[src/rtl/uart_fbd_pkg.sv]
// shared widths, constants and fraction tables for the fractional baud divisor
package uart_fbd_pkg;

    localparam int BAUD_W   = 22;
    localparam int CLK_W    = 32;
    localparam int DIV_W    = 25;
    localparam int PROD_W   = 39;
    localparam int QUO_W    = 15;
    localparam int CYC_W    = 9;
    localparam int TENTH_W  = 4;

    localparam logic [BAUD_W-1:0]  BAUD_RESET = 22'd115200;
    localparam logic [TENTH_W-1:0] MAX_TENTH  = 4'd10;

    function automatic logic [7:0] frac_low(input logic [TENTH_W-1:0] tenth);
        logic [7:0] w;
        case (tenth)
            4'd0:    w = 8'h00;
            4'd1:    w = 8'h01;
            4'd2:    w = 8'h05;
            4'd3:    w = 8'h15;
            4'd4:    w = 8'h55;
            4'd5:    w = 8'h57;
            4'd6:    w = 8'h57;
            4'd7:    w = 8'h77;
            4'd8:    w = 8'h7f;
            4'd9:    w = 8'hff;
            default: w = 8'hff;
        endcase
        return w;
    endfunction

    function automatic logic [1:0] frac_high(input logic [TENTH_W-1:0] tenth);
        logic [1:0] w;
        case (tenth)
            4'd6, 4'd7, 4'd8, 4'd9: w = 2'd1;
            4'd10:                  w = 2'd3;
            default:                w = 2'd0;
        endcase
        return w;
    endfunction

endpackage

[src/rtl/uart_fbd_divider.sv]
// pipelined restoring divider, one quotient bit per stage, with side data
module uart_fbd_divider
    import uart_fbd_pkg::*;
#(
    parameter int DW = 22,
    parameter int QW = 25,
    parameter int SW = 32
)
(
    input  logic          clk,
    input  logic          rst_n,
    input  logic          en,
    input  logic          in_valid,
    input  logic [DW-1:0] num_hi,
    input  logic [QW-1:0] num_lo,
    input  logic [DW-1:0] den,
    input  logic [SW-1:0] side_in,
    output logic          out_valid,
    output logic [QW-1:0] quo,
    output logic [SW-1:0] side_out
);

    logic          valid_reg [QW+1];
    logic [DW-1:0] rem_reg   [QW+1];
    logic [QW-1:0] low_reg   [QW+1];
    logic [QW-1:0] quo_reg   [QW+1];
    logic [DW-1:0] den_reg   [QW+1];
    logic [SW-1:0] side_reg  [QW+1];

    logic [DW-1:0] rem_next [QW];
    logic [QW-1:0] quo_next [QW];

    always_comb
    begin
        for (int k = 0; k < QW; k++)
        begin
            logic [DW:0] t;
            t = {rem_reg[k], low_reg[k][QW-1-k]};
            if (t >= {1'b0, den_reg[k]})
            begin
                rem_next[k] = DW'(t - {1'b0, den_reg[k]});
                quo_next[k] = {quo_reg[k][QW-2:0], 1'b1};
            end
            else
            begin
                rem_next[k] = t[DW-1:0];
                quo_next[k] = {quo_reg[k][QW-2:0], 1'b0};
            end
        end
    end

    always_ff @(posedge clk or negedge rst_n)
    begin
        if (!rst_n)
        begin
            for (int k = 0; k <= QW; k++)
                valid_reg[k] <= 1'b0;
        end
        else if (en)
        begin
            valid_reg[0] <= in_valid;
            for (int k = 0; k < QW; k++)
                valid_reg[k+1] <= valid_reg[k];
        end
    end

    always_ff @(posedge clk)
    begin
        if (en)
        begin
            rem_reg[0]  <= num_hi;
            low_reg[0]  <= num_lo;
            quo_reg[0]  <= '0;
            den_reg[0]  <= den;
            side_reg[0] <= side_in;
            for (int k = 0; k < QW; k++)
            begin
                rem_reg[k+1]  <= rem_next[k];
                low_reg[k+1]  <= low_reg[k];
                quo_reg[k+1]  <= quo_next[k];
                den_reg[k+1]  <= den_reg[k];
                side_reg[k+1] <= side_reg[k];
            end
        end
    end

    assign out_valid = valid_reg[QW];
    assign quo       = quo_reg[QW];
    assign side_out  = side_reg[QW];

endmodule

[config.mk]
export PLATFORM = sky130hd
export DESIGN_NAME = uart_fbd_divider
export DESIGN_NICKNAME = d
export VERILOG_FILES = /design/src/rtl/uart_fbd_pkg.sv /design/src/rtl/uart_fbd_divider.sv
export SDC_FILE = /design/constraint.sdc
export NUM_CORES = 2
export LEC_CHECK = 0
export BUFFER_PORTS_ARGS = -buffer_cell sky130_fd_sc_hd__buf_2
export CAP_MARGIN = 20
export CORE_MARGIN = 2
export CORE_UTILIZATION = 43
export CTS_CLUSTER_SIZE = 24
export DETAILED_ROUTE_END_ITERATION = 8
export GPL_TIMING_DRIVEN = 1
export MAX_ROUTING_LAYER = met4
export SLEW_MARGIN = 10
export SYNTH_ARGS = -nofsm -noshare
export SYNTH_HDL_FRONTEND = slang
export SYNTH_SLANG_ARGS = --single-unit
[constraint.sdc]
create_clock -name clk -period 5.02 [get_ports clk]
set_clock_uncertainty 0.05 [all_clocks]
set_input_delay 0.753 -clock clk [delete_from_list [all_inputs] [get_ports clk]]
set_output_delay 0.753 -clock clk [all_outputs]
set_load 0.01 [all_outputs]
==> impl_summary.log <==
[metrics] run status: finished, final reports clean
[metrics] data required time of the critical path: roughly 5.6 ns
[metrics] period utilisation layout: 0.803
[metrics] post-synthesis cell area: 111000 um2
[metrics] Max H-tree Level: 5
[metrics] count of flip-flops with a built-in enable after synthesis: 2582
[metrics] Sum Neg Setup Slack: 0 ns
[metrics] nets: between 8000 and 9000
[metrics] fraction of synthesized area in multiplexers: 0.0321
[metrics] Mapped Avg Cell Area: 15.0 um2
[metrics] clock-pin transition on the worst setup and hold timing paths: roughly 0.060 ns
[metrics] chip height: 513 um
[metrics] number of DRC violations after detailed routing: 0
[metrics] number of sinks driven by the clock tree: 2608
[metrics] pin count of the biggest net entering global routing: 138
[metrics] number of gates resized after CTS: 0
[metrics] overall die width: 513 um
[metrics] routing usage on met2: 0.255
[metrics] commonest cells after routing, fill and taps aside: sky130_fd_sc_hd__edfxtp_1 (2582), sky130_fd_sc_hd__inv_1 (686), sky130_fd_sc_hd__ha_1 (550)
[metrics] setup repair after global routing missed its margin: no
[metrics] sum of overflow across all layers after global routing: 0
[metrics] most common cell after layout, fill and taps aside: sky130_fd_sc_hd__edfxtp_1
[metrics] Hold Path Class: input pin to asynchronous set/reset pin
[metrics] worst reg2reg endpoint: rem_reg[1][118]
[metrics] number of I/O pins: around 160
[metrics] setup violators final: 0
[metrics] pins over their slew limit: 0
[metrics] proportion of layout cells with a drive suffix above 1: 0.122
[metrics] highest attainable clock frequency: 248 MHz
[metrics] Clock Latency Late Sink: around 0.93 ns
[metrics] Slew HR: 0.321
[metrics] highest net fanout along the worst path: 15
[metrics] type of destination of the critical path: flop
[metrics] number of buffers inserted by port buffering: about 160
[metrics] hold-fix buffers at CTS: between 100 and 150
[metrics] core area: ~260000 um2
[metrics] count of state elements after synthesis: 2608
[metrics] setup slack on the worst flop-to-flop path: 0.99 ns
[metrics] GRT met3 Usage: 0.0228
[metrics] signal arrival time at the worst endpoint: between 4 and 5 ns
[metrics] root buf cell: sky130_fd_sc_hd__clkbuf_16
[metrics] number of detailed-routing iterations run before antenna repair: 6
[metrics] maximum buffer depth of the clock tree: 4
[metrics] detailed-route via count: 58800
[metrics] routed wire length: 201 mm
[metrics] Hold Vio Cnt, Final: 0
[metrics] dominant register cell in the synthesized netlist: sky130_fd_sc_hd__edfxtp_1
[metrics] final critical-path required period: slightly above 4 ns
[metrics] grt met1 use: 0.195
[metrics] total power density per cell area: slightly below 600 nW/um2
[metrics] max reg flops: 832
[metrics] HPWL after detailed placement: ~140 mm
[metrics] post-route standard cell area excluding fillers: 127000 um2
[metrics] proportion of synthesized chip area in sequential cells: 0.702
[metrics] simple-gate area share of the yosys netlist: 0.0493
[metrics] Post-CTS Setup Repair Bufs: 0
[metrics] yosys synthesis warning count: 0
[metrics] PnR Total Power: roughly 76000 uW
[metrics] fraction of the mapped netlist area in adder cells: 0.0661
[metrics] Synth Net Count: 8102
[metrics] GRT Resource Usage Total: 0.155
[metrics] type of origin of the critical path: flop
[metrics] max-capacitance violation count: 0
[metrics] die area: 263000 um2
[metrics] drt wl/cell: 17.4 um
[metrics] Detailed Route Iter0 Violations: ~4400
[metrics] critical path type: flop to flop
[metrics] parity-gate share of the synthesized area counting xor and xnor cells: 0.0346
[metrics] async set or reset register ratio after synthesis: 0.00997
[metrics] instance area after placement: 117000 um2
[metrics] transition time of the tightest slew-check pin: 1.01 ns
[metrics] number of instances in the synthesized netlist: 7423
[metrics] growth of design area from synthesis to finish: 14.2%
[metrics] global-route wire length before repair: 320 mm
[metrics] worst reg2reg startpoint: rem_reg[1][88]
[metrics] WHS: between 0.3 and 0.4 ns
[metrics] initial antenna violation count: 4
[metrics] Worst setup startpoint: rem_reg[1][88]
[metrics] RePlAce Congestion: 0.894
[metrics] starting density of the core: 0.433
[metrics] CTS Buf Count: 303
[metrics] dominant combinational cell family by area after synthesis: compound AO/OA/AOI/OAI gates
[metrics] busiest grt layer: met2
[metrics] area fraction in compound gates after synthesis: 0.0848
[metrics] via count of the first global-routing pass: 59800
[metrics] maximum ir drop on the vdd rail: 0.390 mV
[metrics] final antenna-violating net count: 0
[metrics] Synth cell types: 96
[metrics] routed vias/inst: 5.09
[metrics] end point of the critical path: rem_reg[1][118]
[metrics] R2R depth: 10
[metrics] TritonCTS clock tree: yes
[metrics] standard-cell row count: 186
[metrics] leak pwr: 0.0486 uW
==> layer usage <==
metal  up-vias  part of all wire
met2      1054              0.49
met5         -                 0
li1      28800                 -
met3       447             0.036
met1     28500              0.44
met4         0             0.034
==> metrics by stage <==
| stage | worst slack (ns) | std cells | utilization |
|---|---|---|---|
| after detailed placement | 0.984 | 10900 | 0.453 |
| after global routing | 0.733 | 11500 | 0.494 |
| after CTS | 0.987 | 11500 | 0.494 |
| after global placement | 0.993 | 10900 | 0.453 |
| final | 0.991 | 11600 | 0.494 |
| after floorplan | 1.50 | 7423 | - |
==> worst min-delay path by stage <==
stage,from,end
floorplan,low_reg[0][75],low_reg[0][100]
detailed placement,low_reg[0][79],low_reg[0][104]
CTS,rst_n,valid_reg[5]
global route,rst_n,valid_reg[5]
finish,rst_n,valid_reg[25]
global placement,quo_reg[0][357],quo_reg[0][383]
==> final cells by class <==
cell class / instances / area, um2
Antenna cell: 2 / 5.00
Clock buffer: 361 / 7870
Clock inverter: 157 / 1570
Fill cell: 21400 / 130000
Inverter: 687 / 2580
Multi-Input combinational cell: 3984 / 29800
Sequential cell: 2608 / 78200
Tap cell: 3384 / 4230
Timing Repair Buffer: 367 / 2910
==> Yosys cell counts, drive strengths merged (26+ instances only) <==
cell type | count | share of area
xnor2 | 269 | 0.021
nor2b | 52 | 0.0029
a21o | 239 | 0.016
nor2 | 344 | 0.012
o21bai | 56 | 0.0038
nand2b | 65 | 0.0037
xor2 | 171 | 0.013
a21oi | 504 | 0.023
o31ai | 32 | 0.0024
ha | 550 | 0.062
mux2 | 294 | 0.030
nand2 | 346 | 0.012
and3 | 30 | 0.0017
nand3 | 88 | 0.0040
nor3 | 65 | 0.0030
o21ai | 340 | 0.015
a211oi | 41 | 0.0028
o21a | 57 | 0.0038
edfxtp | 2582 | 0.70
inv | 687 | 0.023
buf | 85 | 0.0053
clkbuf | 59 | 0.0020
dfrtp | 26 | 0.0058
nand4 | 79 | 0.0044
a31oi | 44 | 0.0026
==> power by group <==
part	switching [uW]	internal (uW)	leakage (uW)
Combinational	13100	10800	0.0185
Clock	8310	12600	0.00457
Sequential	1840	29100	0.0256
==> logic make-up (layout without fill, tap and decap cells) <==
kind of cell / count (synthesis) / in the layout
XOR/XNOR: 440 / 440
buffers and inverters: 831 / 1572
other: 0 / 2
adder cells (fa/ha/maj): 574 / 574
AO/OA/AOI/OAI: 1486 / 1486
multiplexers: 314 / 314
flip-flops: 2608 / 2608
AND/OR/NAND/NOR: 1170 / 1170
==> worst max-delay path: stages, from the launching register on <==
cell	delay, ns
sky130_fd_sc_hd__edfxtp_1	0.45
sky130_fd_sc_hd__ha_1	0.34
sky130_fd_sc_hd__nor2b_1	0.13
sky130_fd_sc_hd__o21ai_0	0.29
sky130_fd_sc_hd__a21boi_0	0.21
sky130_fd_sc_hd__o41a_1	0.47
sky130_fd_sc_hd__o311ai_2	0.38
sky130_fd_sc_hd__a21boi_1	0.17
sky130_fd_sc_hd__nor4_1	0.29
sky130_fd_sc_hd__o21a_1	0.56
sky130_fd_sc_hd__mux2_2	0.41
No activity file was read; power rests on OpenSTA's default activity.
